[config.mk]
export PLATFORM = sky130hd
export DESIGN_NAME = http_response_header_parser_unit
export DESIGN_NICKNAME = d
export VERILOG_FILES = /design/src/rtl/hrhp_pkg.sv /design/src/rtl/http_response_header_parser_unit.sv
export VERILOG_INCLUDE_DIRS = /design/src /design/src/rtl
export SDC_FILE = /design/constraint.sdc
export NUM_CORES = 1
export LEC_CHECK = 0
export ABC_AREA = 0
export BUFFER_PORTS_ARGS = -buffer_cell sky130_fd_sc_hd__buf_2
export CORE_MARGIN = 3
export CORE_UTILIZATION = 53
export CTS_CLUSTER_SIZE = 24
export DETAILED_ROUTE_END_ITERATION = 7
export GPL_TIMING_DRIVEN = 0
export PLACE_DENSITY_LB_ADDON = 0.12
export SKIP_CTS_REPAIR_TIMING = 1
export SYNTH_ARGS = -nofsm -noshare
export SYNTH_HDL_FRONTEND = slang
export SYNTH_SLANG_ARGS = --single-unit
[constraint.sdc]
create_clock -name clock -period 6.95 [get_ports clock]
set_input_delay 2.085 -clock clock [delete_from_list [all_inputs] [get_ports clock]]
set_output_delay 2.085 -clock clock [all_outputs]
set_load 0.01 [all_outputs]
[src/rtl/http_response_header_parser_unit_macros.svh]
// Assertion macros shared by the response parser RTL.
// No dependencies; include by bare file name.
`ifndef HTTP_RESPONSE_HEADER_PARSER_UNIT_MACROS_SVH
`define HTTP_RESPONSE_HEADER_PARSER_UNIT_MACROS_SVH

// Same-cycle implication, disabled while reset is high.
`define HRHP_ASSERT_SAME(label, clk, rst, cond, prop) \
   label: assert property (@(posedge clk) disable iff (rst) (cond) |-> (prop)) \
      else $error("hrhp: same-cycle check failed");

// Next-cycle implication, disabled while reset is high.
`define HRHP_ASSERT_NEXT(label, clk, rst, cond, prop) \
   label: assert property (@(posedge clk) disable iff (rst) (cond) |=> (prop)) \
      else $error("hrhp: next-cycle check failed");

`endif

[src/rtl/hrhp_pkg.sv]
// Types and fixed constants of the HTTP response header parser.
// No dependencies.
package hrhp_pkg;

   localparam int BYTE_W = 8;
   localparam int CAP_W  = 17;
   localparam int MAG_W  = 16;
   localparam int CODE_W = 17;
   localparam int LEN_W  = 16;

   typedef logic [BYTE_W-1:0] byte_type;
   typedef logic [1:0]        phase_type;

   localparam byte_type CHAR_NUL   = 8'h00;
   localparam byte_type CHAR_TAB   = 8'h09;
   localparam byte_type CHAR_LF    = 8'h0A;
   localparam byte_type CHAR_VT    = 8'h0B;
   localparam byte_type CHAR_FF    = 8'h0C;
   localparam byte_type CHAR_CR    = 8'h0D;
   localparam byte_type CHAR_SPACE = 8'h20;
   localparam byte_type CHAR_PLUS  = 8'h2B;
   localparam byte_type CHAR_MINUS = 8'h2D;
   localparam byte_type CHAR_ZERO  = 8'h30;
   localparam byte_type CHAR_NINE  = 8'h39;

   // number parser phases
   localparam phase_type PH_SKIP   = 2'd0;
   localparam phase_type PH_SIGN   = 2'd1;
   localparam phase_type PH_DIGITS = 2'd2;
   localparam phase_type PH_DONE   = 2'd3;

   localparam logic [CAP_W-1:0] CAP_RESET = 17'd1500;
   localparam logic [MAG_W-1:0] MAG_MAX   = 16'hFFFF;
   localparam logic [1:0]       RUN_END   = 2'd2;

endpackage

[src/rtl/http_response_header_parser_unit.sv]
// HTTP response status/header parser with body pass-through, one byte per beat.
// Depends on hrhp_pkg and http_response_header_parser_unit_macros.svh.
//
//   channel | ports                  | direction | content
//   --------+------------------------+-----------+-------------------------------
//   req     | req_valid/ready        | in        | one received response byte
//   rsp     | rsp_valid/ready        | out       | body flags, status, body length
//   csr     | csr_wr_en/csr_wr_data  | in        | body_capacity, write only
//
// The parser state and the result register
// update together at the accepting edge, and the result shows the next cycle.
// One request beat is accepted every cycle while the result register is empty
// or being drained, so the sustained rate is one byte per clock.
// A stalled rsp side holds the result and stops req after one beat.
// Reset is synchronous: state clears and body_capacity returns to 1500.
`include "http_response_header_parser_unit_macros.svh"

module http_response_header_parser_unit #(
   parameter int STATUS_LINE_MAX = 63,
   parameter int BODY_COUNT_BITS = 16
) (
   input  logic                               clock,
   input  logic                               reset,
   input  logic                               req_valid,
   output logic                               req_ready,
   input  logic [hrhp_pkg::BYTE_W-1:0]        req_rx_byte,
   output logic                               rsp_valid,
   input  logic                               rsp_ready,
   output logic                               rsp_body_valid,
   output logic [hrhp_pkg::BYTE_W-1:0]        rsp_body_byte,
   output logic                               rsp_body_dropped,
   output logic                               rsp_header_done,
   output logic                               rsp_status_known,
   output logic signed [hrhp_pkg::CODE_W-1:0] rsp_status_code,
   output logic [hrhp_pkg::LEN_W-1:0]         rsp_body_length,
   input  logic                               csr_wr_en,
   input  logic [hrhp_pkg::CAP_W-1:0]         csr_wr_data
);

   localparam int CAPT_W = $clog2(STATUS_LINE_MAX + 1);
   // compare width for kept_count + 1 against the 17-bit capacity
   localparam int CMP_W  = (BODY_COUNT_BITS + 1 > hrhp_pkg::CAP_W) ?
                           BODY_COUNT_BITS + 1 : hrhp_pkg::CAP_W;
   localparam int PROD_W = hrhp_pkg::MAG_W + 4;

   // configuration
   logic [hrhp_pkg::CAP_W-1:0] capacity_ff;

   // parser state
   logic                       in_body_ff,  in_body_in;
   logic [1:0]                 nl_run_ff,   nl_run_in;
   logic [CAPT_W-1:0]          captured_ff, captured_in;
   logic                       space_ff,    space_in;
   logic                       line_nul_ff, line_nul_in;
   hrhp_pkg::phase_type        phase_ff,    phase_in;
   logic                       neg_ff,      neg_in;
   logic [hrhp_pkg::MAG_W-1:0] mag_ff,      mag_in;
   logic                       fixed_ff,    fixed_in;
   logic [BODY_COUNT_BITS-1:0] kept_ff,     kept_in;

   // result register
   logic                       out_valid_ff;
   logic                       out_bvalid_ff, out_bvalid_in;
   hrhp_pkg::byte_type         out_byte_ff,   out_byte_in;
   logic                       out_drop_ff,   out_drop_in;
   logic [hrhp_pkg::CODE_W-1:0] out_code_ff,  out_code_in;

   logic                       accept;
   hrhp_pkg::byte_type         c;
   logic                       capture;
   logic                       is_digit;
   logic [PROD_W-1:0]          mag_next;
   logic [1:0]                 run_inc;
   logic [CMP_W-1:0]           kept_plus1;
   logic                       room;

   // Take a new beat whenever the result slot is free or draining.
   assign req_ready = !out_valid_ff || rsp_ready;
   assign accept    = req_valid && req_ready;
   assign c         = req_rx_byte;

   assign is_digit  = (c >= hrhp_pkg::CHAR_ZERO) && (c <= hrhp_pkg::CHAR_NINE);
   // mag * 10 + digit; mag never exceeds 65535 so this fits in 20 bits
   assign mag_next  = {mag_ff, 3'b000} + {2'b00, mag_ff, 1'b0}
                    + PROD_W'(c - hrhp_pkg::CHAR_ZERO);
   assign capture   = !fixed_ff && (c != hrhp_pkg::CHAR_CR) && (c != hrhp_pkg::CHAR_LF)
                    && (captured_ff < CAPT_W'(STATUS_LINE_MAX));
   assign run_inc   = (nl_run_ff < hrhp_pkg::RUN_END) ? nl_run_ff + 2'd1 : nl_run_ff;
   assign kept_plus1 = CMP_W'(kept_ff) + CMP_W'(1);
   assign room      = (kept_plus1 < CMP_W'(capacity_ff)) && !(&kept_ff);

   always_comb begin
      in_body_in    = in_body_ff;
      nl_run_in     = nl_run_ff;
      captured_in   = captured_ff;
      space_in      = space_ff;
      line_nul_in   = line_nul_ff;
      phase_in      = phase_ff;
      neg_in        = neg_ff;
      mag_in        = mag_ff;
      fixed_in      = fixed_ff;
      kept_in       = kept_ff;
      out_bvalid_in = 1'b0;
      out_byte_in   = '0;
      out_drop_in   = 1'b0;

      if (!in_body_ff) begin
         // Header byte: capture into the status line, then track line ends.
         if (capture) begin
            captured_in = captured_ff + CAPT_W'(1);
            if (space_ff) begin
               if (phase_ff != hrhp_pkg::PH_DONE) begin
                  if (is_digit) begin
                     mag_in   = (mag_next > PROD_W'(hrhp_pkg::MAG_MAX)) ?
                                hrhp_pkg::MAG_MAX : mag_next[hrhp_pkg::MAG_W-1:0];
                     phase_in = hrhp_pkg::PH_DIGITS;
                  end else if (phase_ff == hrhp_pkg::PH_SKIP &&
                               (c == hrhp_pkg::CHAR_SPACE || c == hrhp_pkg::CHAR_TAB ||
                                c == hrhp_pkg::CHAR_VT    || c == hrhp_pkg::CHAR_FF)) begin
                     phase_in = phase_ff;
                  end else if (phase_ff == hrhp_pkg::PH_SKIP &&
                               (c == hrhp_pkg::CHAR_PLUS || c == hrhp_pkg::CHAR_MINUS)) begin
                     neg_in   = (c == hrhp_pkg::CHAR_MINUS);
                     phase_in = hrhp_pkg::PH_SIGN;
                  end else begin
                     phase_in = hrhp_pkg::PH_DONE;
                  end
               end
            end else if (c == hrhp_pkg::CHAR_NUL) begin
               line_nul_in = 1'b1;
            end else if (c == hrhp_pkg::CHAR_SPACE && !line_nul_ff) begin
               space_in = 1'b1;
            end
         end
         if (c == hrhp_pkg::CHAR_LF) begin
            if (space_ff) begin
               fixed_in = 1'b1;
            end
            nl_run_in = run_inc;
            if (run_inc >= hrhp_pkg::RUN_END) begin
               in_body_in = 1'b1;
            end
         end else if (c != hrhp_pkg::CHAR_CR) begin
            nl_run_in = 2'd0;
         end
      end else if (room) begin
         // Keep the body byte.
         kept_in       = kept_ff + BODY_COUNT_BITS'(1);
         out_bvalid_in = 1'b1;
         out_byte_in   = c;
      end else begin
         out_drop_in = 1'b1;
      end

      if (fixed_in) begin
         out_code_in = neg_in ? (hrhp_pkg::CODE_W'(0) - hrhp_pkg::CODE_W'(mag_in))
                              : hrhp_pkg::CODE_W'(mag_in);
      end else begin
         out_code_in = '0;
      end
   end

   always_ff @(posedge clock) begin
      if (reset) begin
         capacity_ff  <= hrhp_pkg::CAP_RESET;
         in_body_ff   <= 1'b0;
         nl_run_ff    <= 2'd0;
         captured_ff  <= '0;
         space_ff     <= 1'b0;
         line_nul_ff  <= 1'b0;
         phase_ff     <= hrhp_pkg::PH_SKIP;
         neg_ff       <= 1'b0;
         mag_ff       <= '0;
         fixed_ff     <= 1'b0;
         kept_ff      <= '0;
         out_valid_ff <= 1'b0;
      end else begin
         if (csr_wr_en) begin
            capacity_ff <= csr_wr_data;
         end
         if (accept) begin
            // Advance the parser and load the result in the same edge.
            in_body_ff   <= in_body_in;
            nl_run_ff    <= nl_run_in;
            captured_ff  <= captured_in;
            space_ff     <= space_in;
            line_nul_ff  <= line_nul_in;
            phase_ff     <= phase_in;
            neg_ff       <= neg_in;
            mag_ff       <= mag_in;
            fixed_ff     <= fixed_in;
            kept_ff      <= kept_in;
            out_valid_ff <= 1'b1;
         end else if (rsp_ready) begin
            // Drop the slot once the beat has been taken.
            out_valid_ff <= 1'b0;
         end
      end
   end

   // Payload of the result register: no reset, loaded on accept only.
   always_ff @(posedge clock) begin
      if (accept) begin
         out_bvalid_ff <= out_bvalid_in;
         out_byte_ff   <= out_byte_in;
         out_drop_ff   <= out_drop_in;
         out_code_ff   <= out_code_in;
      end
   end

   assign rsp_valid        = out_valid_ff;
   assign rsp_body_valid   = out_bvalid_ff;
   assign rsp_body_byte    = out_byte_ff;
   assign rsp_body_dropped = out_drop_ff;
   assign rsp_header_done  = in_body_ff;
   assign rsp_status_known = fixed_ff;
   assign rsp_status_code  = out_code_ff;
   assign rsp_body_length  = hrhp_pkg::LEN_W'(kept_ff);

   // Checks on the parser's own state.
   `HRHP_ASSERT_NEXT(a_body_sticky, clock, reset, in_body_ff, in_body_ff)
   `HRHP_ASSERT_NEXT(a_status_frozen, clock, reset, fixed_ff,
                     fixed_ff && $stable(mag_ff) && $stable(neg_ff))
   `HRHP_ASSERT_SAME(a_kept_in_body, clock, reset, out_valid_ff && out_bvalid_ff,
                     in_body_ff && !out_drop_ff)
   `HRHP_ASSERT_SAME(a_capture_bound, clock, reset, 1'b1,
                     captured_ff <= CAPT_W'(STATUS_LINE_MAX))

endmodule
==> flow_summary.toml <==
[sta]
slew_violations = 0
rsz0062_at_grt = "yes"
fin_ws_ns = -0.01648
clock_skew_ns = 0.005348
setup_viol = 1
period_share_pct = 100.2
relSlewSlack_pct = 19.38
fmax_mhz = 143.5
finalHoldViolations = 0
period_needed_ns = 6.966
worstMarginPinSlew_ns = 1.198

[placement]
io_buffers = 74
hpwl_um = 12230
dp.cells = 922
routabilityCongestion = 0.9242
preCtsSetupSlack_ns = -1.062

[worst_setup_path]
worstSetupStartpointType = "input pin"
worst-setup-path-type = "input pin to register"
reg2reg_slack_ns = 1.62
reg2regPathDepth = 18
arrival_ns = 7.05
crit_chain = "buf_12 -> ha_4 -> or3_4 -> fa_1 -> inv_1 -> ha_1 -> buf_6 -> a21oi_4 -> o21ai_2 -> a221o_1 -> or3_4 -> a2111oi_4 -> buf_6 -> nand2_8 -> o22a_1 -> inv_1 -> ha_2 -> nor3b_2 -> a32o_2 -> and4_4 -> a31oi_4 -> xnor2_2 -> nor2_1"
r2r_end = "rsp_status_code[14]$_SDFFCE_PP0P_"
crit_slowest_cell = "fa_1"
worstReg2RegStart = "mag_ff[2]$_SDFFE_PP0P_"
crit_path_end_kind = "register"
critPathMaxFanout = 8
crit_required_ns = 7.04
max_stage_delay_ns = 0.53

[route]
routed_wl_um = 16550
drc = 0
drt_first_iter_violations = 475
wl_per_cell_um = 17.38
antenna_left = 0
dr.pass1.iters = 5
via_per_inst = 5.832
num_vias = 5552

[hold_path]
hold_class = "register to register"
min_from = "nl_run_ff[0]$_SDFFE_PP0P_"
hold_depth = 2
worst_hold_path.endpoint = "nl_run_ff[0]$_SDFFE_PP0P_"

[grt]
grt_pass1_vias = 5356
grt_overflow = 0
grtUsageTotal_pct = 25.18
antenna_found_initial = 0
grt_max_degree = 37
grt_pass1_wl_um = 26170

[layout]
synthToLayoutAreaGrowth_pct = 18.59
drive_gt1_share_pct = 19.33
final_common_cell = "nor2_1"
layout_common_cells = "nor2_1 (104), buf_2 (74), dfxtp_1 (65)"
fin_nets = 896
nFillCells = 920
layoutNonFillerInstCount = 952
antennaDiodeCount = 0

[clocking]
ctsHtreeMaxLevel = 3
cts_tree = "done"
cts_buffer_depth = 2
cts_root_buffer = "clkbuf_16"
clock_sinks = 92
cts_made_buffers = 9
path_clk_slew_ns = 0.06
clock_latency_ns = 0.35

[floorplan]
dieArea_um2 = 13030
die_w_um = 114.2
start_util_pct = 55.72
die_y_um = 114.2
row_count = 38
ioPinCount = 77
core_area_um2 = 11130

[yosys]
synthCells = 708
syn_area_per_cell_um2 = 8.757
synth_fp_nets = 797
syn-cell-area_um2 = 6200
ys.flop_type = "dfxtp_1"
async_reset_ff_share_pct = 0
synth_warnings = 0
synth.ff_latch_count = 92
synth_edf_count = 27
ys_seq_area_share_pct = 34.07
synthDistinctLibCells = 63

[flow_run]
cap_violations = 0

[power]
power.density_nw_per_um2 = 162.2
p_leak_nw = 3.082
peakVddDrop_uv = 138.6

[status]
status = "finished with violations"
violations = "negative setup slack"
cell usage after synthesis, drive strengths merged (2+ instances only):
cell / n / area share [%]
clkbuf: 16 / 0.97
mux2i: 15 / 2.4
or2: 3 / 0.30
nor2b: 4 / 0.40
nand2b: 4 / 0.40
inv: 40 / 2.4
fa: 15 / 4.8
o22ai: 6 / 0.61
ha: 44 / 8.9
a21boi: 4 / 0.48
nand3: 12 / 0.97
nand2: 54 / 3.3
xor2: 38 / 5.4
nor3: 22 / 1.8
a31oi: 12 / 1.5
a41oi: 2 / 0.28
a311oi: 2 / 0.28
nor4: 9 / 1.4
or3: 7 / 0.71
and4: 3 / 0.46
edfxtp: 27 / 13
a2111oi: 2 / 0.59
a21oi: 52 / 4.3
xnor2: 23 / 3.2
and2: 13 / 1.3
a21o: 7 / 0.87
o21ai: 21 / 1.7
o21a: 10 / 1.2
buf: 10 / 0.91
a211oi: 12 / 1.5
or4: 2 / 0.24
a31o: 3 / 0.42
o211ai: 14 / 1.8
nor2: 105 / 6.4
nand4: 8 / 0.81
and3: 7 / 0.71
dfxtp: 65 / 21
area by class of cell:
cell class,instances,area [um2],area share (%)
multi-input combinational,550,3981,54.15
sequential,92,2112,28.73
timing repair buffer,90,519.2,7.063
clock buffer,12,256.5,3.489
tap,140,175.2,2.383
inverter,40,157.7,2.144
buffer,24,120.1,1.634
clock inverter,4,30.03,0.4084
through the flow:
step           util [%]  power [mW]  setup TNS [ns]  hold slack (ns)  instance area, um2
4_1_cts           63.29       1.191          -4.247           0.4618                7042
5_1_grt           66.08       1.238         -0.7214           0.4803                7352
2_1_floorplan         -      0.6668               0           0.4319                6208
3_5_place_dp      60.72      0.7119          -7.995           0.4532                6755
3_3_place_gp      60.71      0.7080          -7.469           0.4387                6754
6_report          66.08       1.192        -0.01648           0.4566                7352
logic make-up after synthesis:
kind of cell	Yosys count	synth area share (%)
muxes	15	2.422
adders and majority gates	59	13.72
AOI/OAI and AO/OA	157	16.95
and+or+nand+nor	258	19.92
DFF	92	34.07
buffers and inverters	66	4.299
xor gates and xnor gates	61	8.618
sequential cells by signal (all words and copies together), names as in the netlist:
register,flops
rsp_status_code,17
line_nul_ff,1
rsp_body_byte,8
captured_ff,6
nl_run_ff,2
rsp_body_dropped,1
neg_ff,1
phase_ff,2
capacity_ff,17
mag_ff,16
rsp_body_length,16
rsp_header_done,1
rsp_body_valid,1
rsp_valid,1
space_ff,1
rsp_status_known,1
power breakdown:
group / internal [mW] / switching (mW)
sequential: 0.567 / 0.00595
clock: 0.265 / 0.217
combinational: 0.0511 / 0.0874
total: 0.882 / 0.310
worst max-delay path by stage:
| stage | to | slack [ns] | start |
|---|---|---|---|
| 2_1_floorplan | rsp_status_code[14]$_SDFFCE_PP0P_ | 0.001 | req_rx_byte[4] |
| 3_3_place_gp | rsp_status_code[14]$_SDFFCE_PP0P_ | -1.02 | req_rx_byte[4] |
| 3_5_place_dp | rsp_status_code[14]$_SDFFCE_PP0P_ | -1.06 | req_rx_byte[4] |
| 4_1_cts | rsp_status_code[14]$_SDFFCE_PP0P_ | -0.72 | req_rx_byte[4] |
| 5_1_grt | rsp_status_code[14]$_SDFFCE_PP0P_ | -0.19 | req_rx_byte[5] |
| 6_report | rsp_status_code[14]$_SDFFCE_PP0P_ | -0.02 | req_rx_byte[5] |
per-layer routing:
layer	vias up	track usage, %	wire (um)
met5	-	0	0
met4	0	8.709	290
met3	31	5.391	1063
met2	197	40.44	7774
met1	2629	33.75	7417
li1	2695	-	-
worst max-delay path: cells and delay by family:
kind	cells	cell delay [ns]
AO/OA/AOI/OAI	7	1.60
AND/OR/NAND/NOR	6	1.42
adder cells (fa/ha/maj)	4	1.15
buffers and inverters	5	0.57
XOR/XNOR	1	0.22
Power figures use the tool's default switching activity.
